<file path="src/sv/pidci_pkg.sv">
// ----------------------------------------------------------------------------
// pidci_pkg
// Shared constants, register map and saturation helper for the PID block.
// ----------------------------------------------------------------------------
package pidci_pkg;

  localparam int unsigned DATA_W = 32;                 // Q16.16 field width
  localparam int unsigned FRAC_W = 16;                 // fractional bits
  localparam int unsigned PER_W  = 31;                 // step_time / integ_limit
  localparam int unsigned OPND_W = 33;                 // multiplier operand width
  localparam int unsigned HALF_W = OPND_W - FRAC_W;    // signed upper slice
  localparam int unsigned PROD_W = OPND_W + HALF_W;    // partial product
  localparam int unsigned MACC_W = 2 * OPND_W;         // full product
  localparam int unsigned TERM_W = MACC_W - FRAC_W;    // product >> 16
  localparam int unsigned SUM_W  = TERM_W + 2;         // sum of four terms
  localparam int unsigned QUO_W  = DATA_W + FRAC_W;    // |diff| << 16
  localparam int unsigned ADDR_W = 5;

  // register map, index = paddr[4:2]
  localparam logic [2:0] REG_PROP_GAIN = 3'd0;
  localparam logic [2:0] REG_INTEG_GAIN = 3'd1;
  localparam logic [2:0] REG_DERIV_GAIN = 3'd2;
  localparam logic [2:0] REG_FF_GAIN = 3'd3;
  localparam logic [2:0] REG_STEP_TIME = 3'd4;
  localparam logic [2:0] REG_INTEG_LIMIT = 3'd5;

  localparam logic [PER_W-1:0] STEP_TIME_RST = PER_W'(66);

  // saturate an exact sum to a signed 32-bit field
  function automatic logic [DATA_W-1:0] sat32(input logic signed [SUM_W-1:0] x);
    logic signed [SUM_W-1:0] hi;
    logic signed [SUM_W-1:0] lo;
    hi = SUM_W'(32'sh7fff_ffff);
    lo = -SUM_W'(33'sh0_8000_0000);
    if (x > hi) begin
      sat32 = 32'h7fff_ffff;
    end else if (x < lo) begin
      sat32 = 32'h8000_0000;
    end else begin
      sat32 = x[DATA_W-1:0];
    end
  endfunction

endpackage

</file>
<file path="src/sv/pid_controller_clamped_integral.sv">
// ----------------------------------------------------------------------------
// pid_controller_clamped_integral
// PID controller in signed Q16.16 with sign-reset, clamped integral and
// measurement derivative, built around one shared 33x17 multiplier and a
// radix-2 restoring divider under a small sequencer.
// ----------------------------------------------------------------------------
//
//  channel  | dir | handshake        | payload (lowest bits first)
//  ---------+-----+------------------+---------------------------------------
//  s_*      | in  | s_tvalid/tready  | setpoint[31:0], measured[63:32]
//  m_*      | out | m_tvalid/tready  | drive, p_term, i_term, d_term (32 each)
//  APB      | in  | psel/penable     | 6 registers at 4*i, pready tied high
//
//  Steps: an accepted item runs through the bit-serial divider (derivative,
//  one quotient bit per cycle), a step that saturates the derivative, then
//  5 products (two 33x17 slices, accumulate, post-process) and a step that
//  loads the output. Reset clears the sequencer, m_tvalid, the gains,
//  integ_limit, the integral and the last measurement and sets step_time
//  to 66; datapath registers are not reset and no sweep is needed.
//  s_tready is high only while idle. A finished result waits in the output
//  register while the next item is taken; the block stalls in its final
//  state only if the previous result is still unread.
//
module pid_controller_clamped_integral
  import pidci_pkg::*;
(
  input  logic                clk,
  input  logic                rst,
  // stream in: setpoint [31:0], measured [63:32]
  input  logic                s_tvalid,
  output logic                s_tready,
  input  logic [63:0]         s_tdata,
  // stream out: drive [31:0], p_term [63:32], i_term [95:64], d_term [127:96]
  output logic                m_tvalid,
  input  logic                m_tready,
  output logic [127:0]        m_tdata,
  // configuration
  input  logic                psel,
  input  logic                penable,
  input  logic                pwrite,
  input  logic [ADDR_W-1:0]   paddr,
  input  logic [31:0]         pwdata,
  output logic [31:0]         prdata,
  output logic                pready
);

  typedef enum logic [2:0] {
    ST_IDLE,
    ST_DIV,
    ST_DSAT,
    ST_MUL,
    ST_POST,
    ST_OUT
  } state_t;

  // products in issue order
  typedef enum logic [2:0] {
    OP_INTEG,   // error * step_time
    OP_PROP,    // prop_gain * error
    OP_IGAIN,   // integ_gain * integral
    OP_DGAIN,   // deriv_gain * derivative
    OP_FF       // feedforward_gain * setpoint
  } op_t;

  // configuration
  logic signed [DATA_W-1:0] prop_gain;
  logic signed [DATA_W-1:0] integ_gain;
  logic signed [DATA_W-1:0] deriv_gain;
  logic signed [DATA_W-1:0] feedforward_gain;
  logic [PER_W-1:0]         step_time;
  logic [PER_W-1:0]         integ_limit;

  // loop state
  logic signed [DATA_W-1:0] integral_acc;
  logic signed [DATA_W-1:0] last_measured;

  // sequencer and per-item registers
  state_t                   state;
  op_t                      op;
  logic [1:0]               mstep;
  logic [5:0]               div_cnt;
  logic signed [DATA_W-1:0] setpoint_r;
  logic signed [OPND_W-1:0] error_r;
  logic                     diff_neg;
  logic [DATA_W-1:0]        rem_r;
  logic [QUO_W-1:0]         quo_r;      // dividend shifts out, quotient in
  logic signed [DATA_W-1:0] deriv_r;
  logic signed [PROD_W-1:0] prod_r;
  logic signed [MACC_W-1:0] macc_r;
  logic signed [SUM_W-1:0]  drive_acc;
  logic [DATA_W-1:0]        p_r;
  logic [DATA_W-1:0]        i_r;
  logic [DATA_W-1:0]        d_r;

  // combinational helpers
  logic signed [DATA_W-1:0] sp_in;
  logic signed [DATA_W-1:0] meas_in;
  logic signed [OPND_W-1:0] diff_in;
  logic [DATA_W-1:0]        diff_mag;
  logic [PER_W-1:0]         dt_eff;
  logic [DATA_W+1:0]        trial;
  logic                     q_bit;
  logic [DATA_W-1:0]        deriv_sat;
  logic signed [OPND_W-1:0] opnd_a;
  logic signed [OPND_W-1:0] opnd_b;
  logic signed [HALF_W-1:0] b_slice;
  logic signed [TERM_W-1:0] term;
  logic signed [SUM_W-1:0]  term_x;
  logic                     keep_integ;
  logic signed [TERM_W:0]   integ_sum;
  logic signed [TERM_W:0]   lim_pos;
  logic signed [DATA_W-1:0] integ_clamped;
  logic                     in_acc;
  logic                     cfg_wr;

  assign pready   = 1'b1;
  assign s_tready = (state == ST_IDLE);
  assign in_acc   = s_tvalid && s_tready;
  assign cfg_wr   = psel && penable && pwrite && pready;

  assign sp_in   = s_tdata[31:0];
  assign meas_in = s_tdata[63:32];
  assign diff_in = OPND_W'(meas_in) - OPND_W'(last_measured);
  // |diff| < 2^32, so the magnitude fits 32 bits
  assign diff_mag = diff_in[OPND_W-1] ? DATA_W'(-diff_in) : DATA_W'(diff_in);

  // zero period behaves as the smallest period
  assign dt_eff = (step_time == '0) ? PER_W'(1) : step_time;

  // restoring divide step
  assign trial = {1'b0, rem_r, quo_r[QUO_W-1]} - {3'b000, dt_eff};
  assign q_bit = ~trial[DATA_W+1];

  // truncated quotient, signed and saturated to 32 bits
  always_comb begin
    if (!diff_neg) begin
      deriv_sat = (quo_r[QUO_W-1:DATA_W-1] != '0) ? 32'h7fff_ffff : quo_r[DATA_W-1:0];
    end else if ((quo_r[QUO_W-1:DATA_W] != '0) ||
                 (quo_r[DATA_W-1] && (quo_r[DATA_W-2:0] != '0))) begin
      deriv_sat = 32'h8000_0000;
    end else begin
      deriv_sat = -quo_r[DATA_W-1:0];
    end
  end

  // operand select for the shared multiplier
  always_comb begin
    case (op)
      OP_INTEG: begin
        opnd_a = error_r;
        opnd_b = OPND_W'({1'b0, dt_eff});
      end
      OP_PROP: begin
        opnd_a = OPND_W'(prop_gain);
        opnd_b = error_r;
      end
      OP_IGAIN: begin
        opnd_a = OPND_W'(integ_gain);
        opnd_b = OPND_W'(integral_acc);
      end
      OP_DGAIN: begin
        opnd_a = OPND_W'(deriv_gain);
        opnd_b = OPND_W'(deriv_r);
      end
      OP_FF: begin
        opnd_a = OPND_W'(feedforward_gain);
        opnd_b = OPND_W'(setpoint_r);
      end
      default: begin
        opnd_a = '0;
        opnd_b = '0;
      end
    endcase
  end

  // low slice unsigned, high slice signed
  assign b_slice = (mstep == 2'd0) ? $signed({1'b0, opnd_b[FRAC_W-1:0]})
                                   : $signed(opnd_b[OPND_W-1:FRAC_W]);

  // floor(product / 2^16)
  assign term   = macc_r[MACC_W-1:FRAC_W];
  assign term_x = SUM_W'(term);

  // integral: drop on sign disagreement, add increment, clamp to +/- limit
  assign keep_integ = ((error_r > 0) && (integral_acc > 0)) ||
                      ((error_r <= 0) && (integral_acc < 0));
  assign integ_sum  = (TERM_W + 1)'(term) +
                      (keep_integ ? (TERM_W + 1)'(integral_acc) : '0);
  assign lim_pos    = (TERM_W + 1)'({1'b0, integ_limit});

  always_comb begin
    if (integ_sum > lim_pos) begin
      integ_clamped = DATA_W'(lim_pos);
    end else if (integ_sum < -lim_pos) begin
      integ_clamped = DATA_W'(-lim_pos);
    end else begin
      integ_clamped = integ_sum[DATA_W-1:0];
    end
  end

  // register read-back
  always_comb begin
    case (paddr[4:2])
      REG_PROP_GAIN:   prdata = prop_gain;
      REG_INTEG_GAIN:  prdata = integ_gain;
      REG_DERIV_GAIN:  prdata = deriv_gain;
      REG_FF_GAIN:     prdata = feedforward_gain;
      REG_STEP_TIME:   prdata = {1'b0, step_time};
      REG_INTEG_LIMIT: prdata = {1'b0, integ_limit};
      default:         prdata = '0;
    endcase
  end

  always_ff @(posedge clk) begin
    if (rst) begin
      state            <= ST_IDLE;
      op               <= OP_INTEG;
      mstep            <= '0;
      div_cnt          <= '0;
      m_tvalid         <= 1'b0;
      prop_gain        <= '0;
      integ_gain       <= '0;
      deriv_gain       <= '0;
      feedforward_gain <= '0;
      step_time        <= STEP_TIME_RST;
      integ_limit      <= '0;
      integral_acc     <= '0;
      last_measured    <= '0;
    end else begin
      if (cfg_wr) begin
        case (paddr[4:2])
          REG_PROP_GAIN:   prop_gain        <= pwdata;
          REG_INTEG_GAIN:  integ_gain       <= pwdata;
          REG_DERIV_GAIN:  deriv_gain       <= pwdata;
          REG_FF_GAIN:     feedforward_gain <= pwdata;
          REG_STEP_TIME:   step_time        <= pwdata[PER_W-1:0];
          REG_INTEG_LIMIT: integ_limit      <= pwdata[PER_W-1:0];
          default: ;
        endcase
      end

      // in the final state the output register is reloaded instead
      if (m_tvalid && m_tready && (state != ST_OUT)) begin
        m_tvalid <= 1'b0;
      end

      case (state)
        ST_IDLE: begin
          if (in_acc) begin
            setpoint_r    <= sp_in;
            error_r       <= OPND_W'(sp_in) - OPND_W'(meas_in);
            diff_neg      <= diff_in[OPND_W-1];
            quo_r         <= {diff_mag, {FRAC_W{1'b0}}};
            rem_r         <= '0;
            last_measured <= meas_in;
            div_cnt       <= 6'(QUO_W - 1);
            state         <= ST_DIV;
          end
        end
        ST_DIV: begin
          rem_r <= q_bit ? trial[DATA_W-1:0] : {rem_r[DATA_W-2:0], quo_r[QUO_W-1]};
          quo_r <= {quo_r[QUO_W-2:0], q_bit};
          if (div_cnt == '0) begin
            state <= ST_DSAT;
          end else begin
            div_cnt <= div_cnt - 6'd1;
          end
        end
        ST_DSAT: begin
          deriv_r <= deriv_sat;
          op      <= OP_INTEG;
          mstep   <= '0;
          state   <= ST_MUL;
        end
        ST_MUL: begin
          // low slice, then high slice while the low product is taken in,
          // then add the high product at weight 2^16
          case (mstep)
            2'd0: begin
              prod_r <= opnd_a * b_slice;
              mstep  <= 2'd1;
            end
            2'd1: begin
              macc_r <= MACC_W'(prod_r);
              prod_r <= opnd_a * b_slice;
              mstep  <= 2'd2;
            end
            default: begin
              macc_r <= macc_r + {prod_r, {FRAC_W{1'b0}}};
              mstep  <= 2'd0;
              state  <= ST_POST;
            end
          endcase
        end
        ST_POST: begin
          state <= ST_MUL;
          case (op)
            OP_INTEG: begin
              integral_acc <= integ_clamped;
              op           <= OP_PROP;
            end
            OP_PROP: begin
              p_r       <= sat32(term_x);
              drive_acc <= term_x;
              op        <= OP_IGAIN;
            end
            OP_IGAIN: begin
              i_r       <= sat32(term_x);
              drive_acc <= drive_acc + term_x;
              op        <= OP_DGAIN;
            end
            OP_DGAIN: begin
              d_r       <= sat32(term_x);
              drive_acc <= drive_acc - term_x;
              op        <= OP_FF;
            end
            default: begin
              drive_acc <= drive_acc + term_x;
              op        <= OP_INTEG;
              state     <= ST_OUT;
            end
          endcase
        end
        ST_OUT: begin
          // wait for the previous result to leave
          if (!m_tvalid || m_tready) begin
            m_tdata  <= {d_r, i_r, p_r, sat32(drive_acc)};
            m_tvalid <= 1'b1;
            state    <= ST_IDLE;
          end
        end
        default: begin
          state <= ST_IDLE;
        end
      endcase
    end
  end

endmodule
</file>
<file path="config.mk">
export PLATFORM = sky130hd
export DESIGN_NAME = pid_controller_clamped_integral
export DESIGN_NICKNAME = d
export VERILOG_FILES = /design/src/sv/pidci_pkg.sv /design/src/sv/pid_controller_clamped_integral.sv
export SDC_FILE = /design/constraint.sdc
export NUM_CORES = 2
export LEC_CHECK = 0
export BUFFER_PORTS_ARGS = -buffer_cell sky130_fd_sc_hd__clkbuf_2
export CORE_MARGIN = 4
export CORE_UTILIZATION = 60
export CTS_CLUSTER_SIZE = 30
export DETAILED_ROUTE_END_ITERATION = 16
export PLACE_DENSITY = 0.74
export RECOVER_POWER = 100
export SYNTH_ARGS = -nofsm -noshare
export SYNTH_HDL_FRONTEND = slang
export SYNTH_SLANG_ARGS = --single-unit
</file>
<file path="constraint.sdc">
create_clock -name clk -period 14.4 [get_ports clk]
set_input_delay 1.44 -clock clk [delete_from_list [all_inputs] [get_ports clk]]
set_output_delay 1.44 -clock clk [all_outputs]
set_load 0.01 [all_outputs]
</file>
# [Word-level counts from Yosys, hierarchy flattened]
# Cells that the tools add are included.
[word_totals] romBits=0 memories=0 latch_bits=0 ram_bits=0 output_inout_bits=163 elab_cells=158 regBits=839 inputBits=108
[classes] muxes=38 bitwise_logic=4 multipliers=1 n_div=0 n_eq_ne=21 add_sub_neg=11 shifts=0 order_cmp=10 n_reduce_logical=46
[op_table] cell="32-bit 2-to-1 mux" count=11
[op_table] cell="33-bit one-hot mux with 5 select lines" count=2
[op_table] cell="32-bit one-hot mux with 6 select lines" count=1
[op_table] cell="52-bit one-hot mux with 3 select lines" count=1
[op_table] cell="66-bit one-hot mux with 2 select lines" count=1
[op_table] cell="48-bit one-hot mux with 2 select lines" count=1
[op_table] cell="66-bit adder" count=1
[op_table] cell="32-bit by 32-bit subtractor with 33-bit output" count=2
[op_table] cell="32-bit negator" count=2
[op_table] cell="32-bit one-hot mux with 2 select lines" count=1
[op_table] cell="52-bit by 50-bit adder with 52-bit output" count=1
[op_table] cell="52-bit by 32-bit > comparator with 1-bit output, second input constant" count=1
[op_table] cell="52-bit by 32-bit less-than comparator with 1-bit output, second input constant" count=1
[op_table] cell="52-bit by 50-bit subtractor with 52-bit output" count=1
[op_table] cell="51-bit adder" count=1
[op_table] cell="51-bit by 32-bit > comparator with 1-bit output" count=1
[op_table] cell="51-bit less-than comparator" count=1
[op_table] cell="51-bit 2-to-1 mux" count=1
[op_table] cell="31-bit negator with 51-bit output" count=1
[op_table] cell="50-bit by 32-bit > comparator with 1-bit output, second input constant" count=1
[op_table] cell="50-bit by 32-bit less-than comparator with 1-bit output, second input constant" count=1
[op_table] cell="33-bit by 17-bit multiplier with 50-bit output" count=1
[op_table] cell="48-bit 2-to-1 mux" count=1
[op_table] cell="33-bit by 31-bit subtractor with 34-bit output" count=1
[op_table] cell="39 further kinds" count=94

# [Longest topological paths before layout]
[logic_depth] depth_word=8 mapped_depth=36 mapped_depth_nobuf=33

# [Worst setup path after synthesis]
# No wires, ideal clock.
[synth_timing] kind="in2reg" from="input rst" to="register m_tdata[0], enable pin" n_path_buf=2 arrival_ns=11.173 slack_ns=2.429 required_time_ns=13.602 cell_stages=3 setup_time_ns=0.798 cell_sequence="clkbuf_1 -> buf_1 -> nor3b_1"
[synth_between] elab_chain_len=2
[synth_rtl] element="start: declaration" line_no="pid_controller_clamped_integral.sv:28" text="input logic rst,"
[synth_rtl] element="1-bit inverter (no line)"
[synth_rtl] element="3-bit AND reduction (no line)"
[synth_rtl] element="end signal: assignment" line_no="pid_controller_clamped_integral.sv:327" text="m_tdata <= {d_r, i_r, p_r, sat32(drive_acc)};"
[synth_rtl] element="end: declaration" line_no="pid_controller_clamped_integral.sv:36" text="output logic [127:0] m_tdata,"
# No other way between the ends.
# A chain may end at the register's enable or synchronous reset.

# [Worst setup path in the final report]
[layout_timing] from="register op[1]" to="register prod_r[48], data pin"
[layout_between] elab_chain_len=4 elab_cells_between_ends=9 classes_between="mul: 1; eq/ne: 4; mux: 3; reduce/logical: 1"
[layout_rtl] element="start: declaration" line_no="pid_controller_clamped_integral.sv:79" text="op_t op;"
[layout_rtl] element="start signal: assignment" line_no="pid_controller_clamped_integral.sv:217" text="op <= OP_INTEG;"
[layout_rtl] element="start signal: assignment" line_no="pid_controller_clamped_integral.sv:271" text="op <= OP_INTEG;"
[layout_rtl] element="start signal: assignment" line_no="pid_controller_clamped_integral.sv:300" text="op <= OP_PROP;"
[layout_rtl] element="3-bit == test (tied with other cells)" line_no="pid_controller_clamped_integral.sv:148" text="case (op)"
[layout_rtl] element="33-bit one-hot mux with 5 select lines" line_no="pid_controller_clamped_integral.sv:148"
[layout_rtl] element="17-bit 2-to-1 mux" line_no="pid_controller_clamped_integral.sv:177" text="assign b_slice = (mstep == 2'd0) ? $signed({1'b0, opnd_b[FRAC_W-1:0]})"
[layout_rtl] element="33-bit by 17-bit multiplier with 50-bit output *" line_no="pid_controller_clamped_integral.sv:280, pid_controller_clamped_integral.sv:285"
[layout_rtl] element="end signal: assignment" line_no="pid_controller_clamped_integral.sv:280" text="prod_r <= opnd_a * b_slice;"
[layout_rtl] element="end signal: assignment" line_no="pid_controller_clamped_integral.sv:285" text="prod_r <= opnd_a * b_slice;"
[layout_rtl] element="end: declaration" line_no="pid_controller_clamped_integral.sv:88" text="logic signed [PROD_W-1:0] prod_r;"
# Mark *: on every way between the ends. The rest lies on a longest branch, timed or not.

==> out/results.txt <==
postcts setup bufs - 0
hpwl dp - 177000 um
leakage - 31.2 nW
crit end category - flop
CP peak stage delay - 2120 ps
Worst path top cell family by delay - compound AO/OA/AOI/OAI gates
Synthesis Warnings - 0
post-route cell area - 0.0761 mm^2
via count - 60800
worst setup path start - op[1]
Final Non-Filler Cells - 9620
final setup fails - 0
Hold Crit Class - flop to flop
Arr. time, crit path - 12830 ps
first-pass GRT wire length - 353000 um
layout cells sized above 1 - 5.26%
max_cap viols - 28
RSZ-0062 raised after global routing - false
Remaining Overflow, GRT - 0
initial antenna violation count - 22
CTS Buffer Depth - 3
Synth Register Bits - 823
Die H - 351 um
CP Max Fanout - 60
min cycle time layout - 12400 ps
Worst Max-Slew Pin Slew - 5180 ps
GRT Overall Usage - 37.6%
Worst-Skew Late Latency - 700 ps
full die area - 0.123 mm^2
ys flop type - edfxtp_1
Synth Cell Area - 0.0705 mm^2
Synth Net Count - 9015
pins over their slew limit - 1288
GP Congestion - 1.02
drt first pass iters - 11
PortBufs - 267
dpl cell area - 0.0735 mm^2
Min-Delay Endpoint - m_tdata[67]
CTS root buffer - clkbuf_16
WHS Path Cells - 0
Iter 0 DRT Violations - 7246
worst clock skew - 37.3 ps
CTS sink cnt - 823
Avg Inst Size Synth - 8.91 um^2
Die W - 351 um
post-DR vias/cell - 6.32
Reg2Reg Setup Slack - 2000 ps
WS Path Type - flop to flop
reg2reg path depth - 29
Post-CTS Hold Buffers - 0
Tcrit/Tclk final - 86.1%
Core Area - 0.116 mm^2
Power Density - 221 mW/mm^2
post-route ant nets - 0
CTS Buf Count - 90
hold wc startpoint - i_r[3]
Post-synth EDFFs - 554
Seq/Total Area, Yosys - 31.2%
site row count - 125
CP required - 14830 ps
Final nets - 9108
H-tree depth - 3
CP dominant cell by count - fa_1
Reg-to-Reg Start - op[1]
run status - finished, violations left
wire per inst - 24.2 um
clk slew on worst S/H paths - 70 ps
dpl cells - 9440
Setup TNS - 0 ps
worst relative slew slack - -245%
worst r2r dst - prod_r[48]
Async SR Flop Fraction - 0%
starting density of the core - 60.6%
pin count of the biggest net entering global routing - 110
critical path launch point type - flop
Area Overhead vs Synth - 8.01%
Worst IR Drop VDD - 0.461 mV
CTS tree - yes
Final Hold Vio Count - 0
Max Freq - 80.6 MHz
final wirelength - 232000 um
Cell variety after synth - 82
Buffers & Inverters on Critical Path - 6
post-cts resize count - 0
I/O pin count - 271
vias in the first global route - 59100
Residual DRC - 0
Post-Synthesis Cells - 7916
failing checks - max-capacitance violations, max-slew violations
Slowest cell on crit path - dfxtp_1
final hold slack - 418 ps
## synthesized netlist by cell type (12+ instances only)
cell,instances,area (um^2)
a21o_1,158,1190
and3_1,37,231
o21ai_0,293,1470
nand2_1,1055,3960
fa_1,543,10900
mux4_2,27,608
a21boi_0,12,90.1
nand3_1,107,536
a31oi_1,31,194
xnor2_1,228,2000
a2111oi_0,13,114
a211oi_1,52,390
o41ai_1,14,123
nor2_1,777,2920
dfxtp_1,269,5390
ha_1,448,5610
and2_1,84,526
nor3b_1,12,90.1
nor2b_1,62,388
a211o_1,14,123
o31ai_1,40,300
mux2i_1,78,781
nand4_1,82,513
nand2b_1,91,569
o311ai_0,47,412
a21oi_1,708,3540
nor4_1,57,357
o22ai_1,37,231
edfxtp_1,554,16600
a221oi_1,13,114
nand3b_1,34,255
or2_2,23,144
nor3_1,125,626
o31a_1,12,105
o211ai_1,26,195
o22a_1,25,219
o21a_1,42,315
or4_1,17,128
inv_1,845,3170
xor2_1,138,1210
a22oi_1,103,773
buf_1,18,67.6
or3_1,35,219
clkbuf_1,365,1370
o21bai_1,54,405
## cell type report
cell class,count,area [um^2]
Fill cell,9795,40200
Timing Repair Buffer,386,1880
Clock buffer,108,2420
Sequential cell,823,22000
Inverter,845,3170
Tap cell,1524,1910
Clock inverter,62,658
Antenna cell,9,22.5
Multi-Input combinational cell,5863,44100
## where the power goes
group / total (mW) / leakage [nW] / internal (mW) / switching, mW
Sequential: 3.46 / 7.21 / 3.25 / 0.208
Combinational: 11.0 / 22.5 / 4.34 / 6.63
Clock: 2.42 / 1.49 / 1.38 / 1.04
## cell families (layout without fill, tap and decap cells)
group	count (synthesis)	in the layout	share of synthesized area (%)
other	1	10	0.00532
AO/OA/AOI/OAI	1764	1764	15.5
XOR/XNOR	366	366	4.55
flip-flops	823	823	31.2
AND/OR/NAND/NOR	2635	2635	16.8
adder cells (fa/ha/maj)	991	991	23.4
multiplexers	106	106	1.99
buffers and inverters	1230	1401	6.56
## sequential cells by signal, summed over array words and instances (netlist names), 33 cells and up
signal,flops
m_tdata,128
quo_r,48
drive_acc,52
error_r,33
macc_r,50
prod_r,50
## worst max-delay path by stage
stage,to,slack [ps],cells after the start
global route,prod_r[48],1600,29
finish,prod_r[48],2000,29
floorplan,m_tdata[0],2430,3
global placement,prod_r[48],3840,29
CTS,prod_r[48],3630,29
detailed placement,prod_r[48],3700,29
## metal layers
| layer | GRT usage, % | part of all wire [%] |
|---|---|---|
| met1 | 49.5 | 38 |
| met2 | 57.0 | 43 |
| met4 | 22.4 | 7.4 |
| met3 | 8.44 | 11 |
| met5 | 0 | 0.035 |
## through the flow
stage          utilization [%]  setup WS, ps  power, mW
6_report                  65.4          2000       16.9
5_1_grt                   65.4          1600       18.3
4_1_cts                   65.8          3630       16.7
3_5_place_dp              63.2          3700       14.2
3_3_place_gp              63.2          3840       14.0
2_1_floorplan                -          2430       11.5
## layout by cell type, fill, tap and decap left out, types with 90 or more instances in the layout
cell type / Yosys / layout
a21o_1: 158 / 158
nand2b_1: 91 / 90
inv_1: 845 / 845
nor2_1: 777 / 773
a21oi_1: 708 / 707
xor2_1: 138 / 138
clkbuf_16: 0 / 93
a22oi_1: 103 / 103
fa_1: 543 / 543
buf_4: 1 / 90
nand3_1: 107 / 106
nand2_1: 1055 / 1050
edfxtp_1: 554 / 554
nor3_1: 125 / 124
ha_1: 448 / 448
xnor2_1: 228 / 228
o21ai_0: 293 / 292
clkbuf_1: 365 / 234
dfxtp_1: 269 / 267
Power figures use the tool's default switching activity.
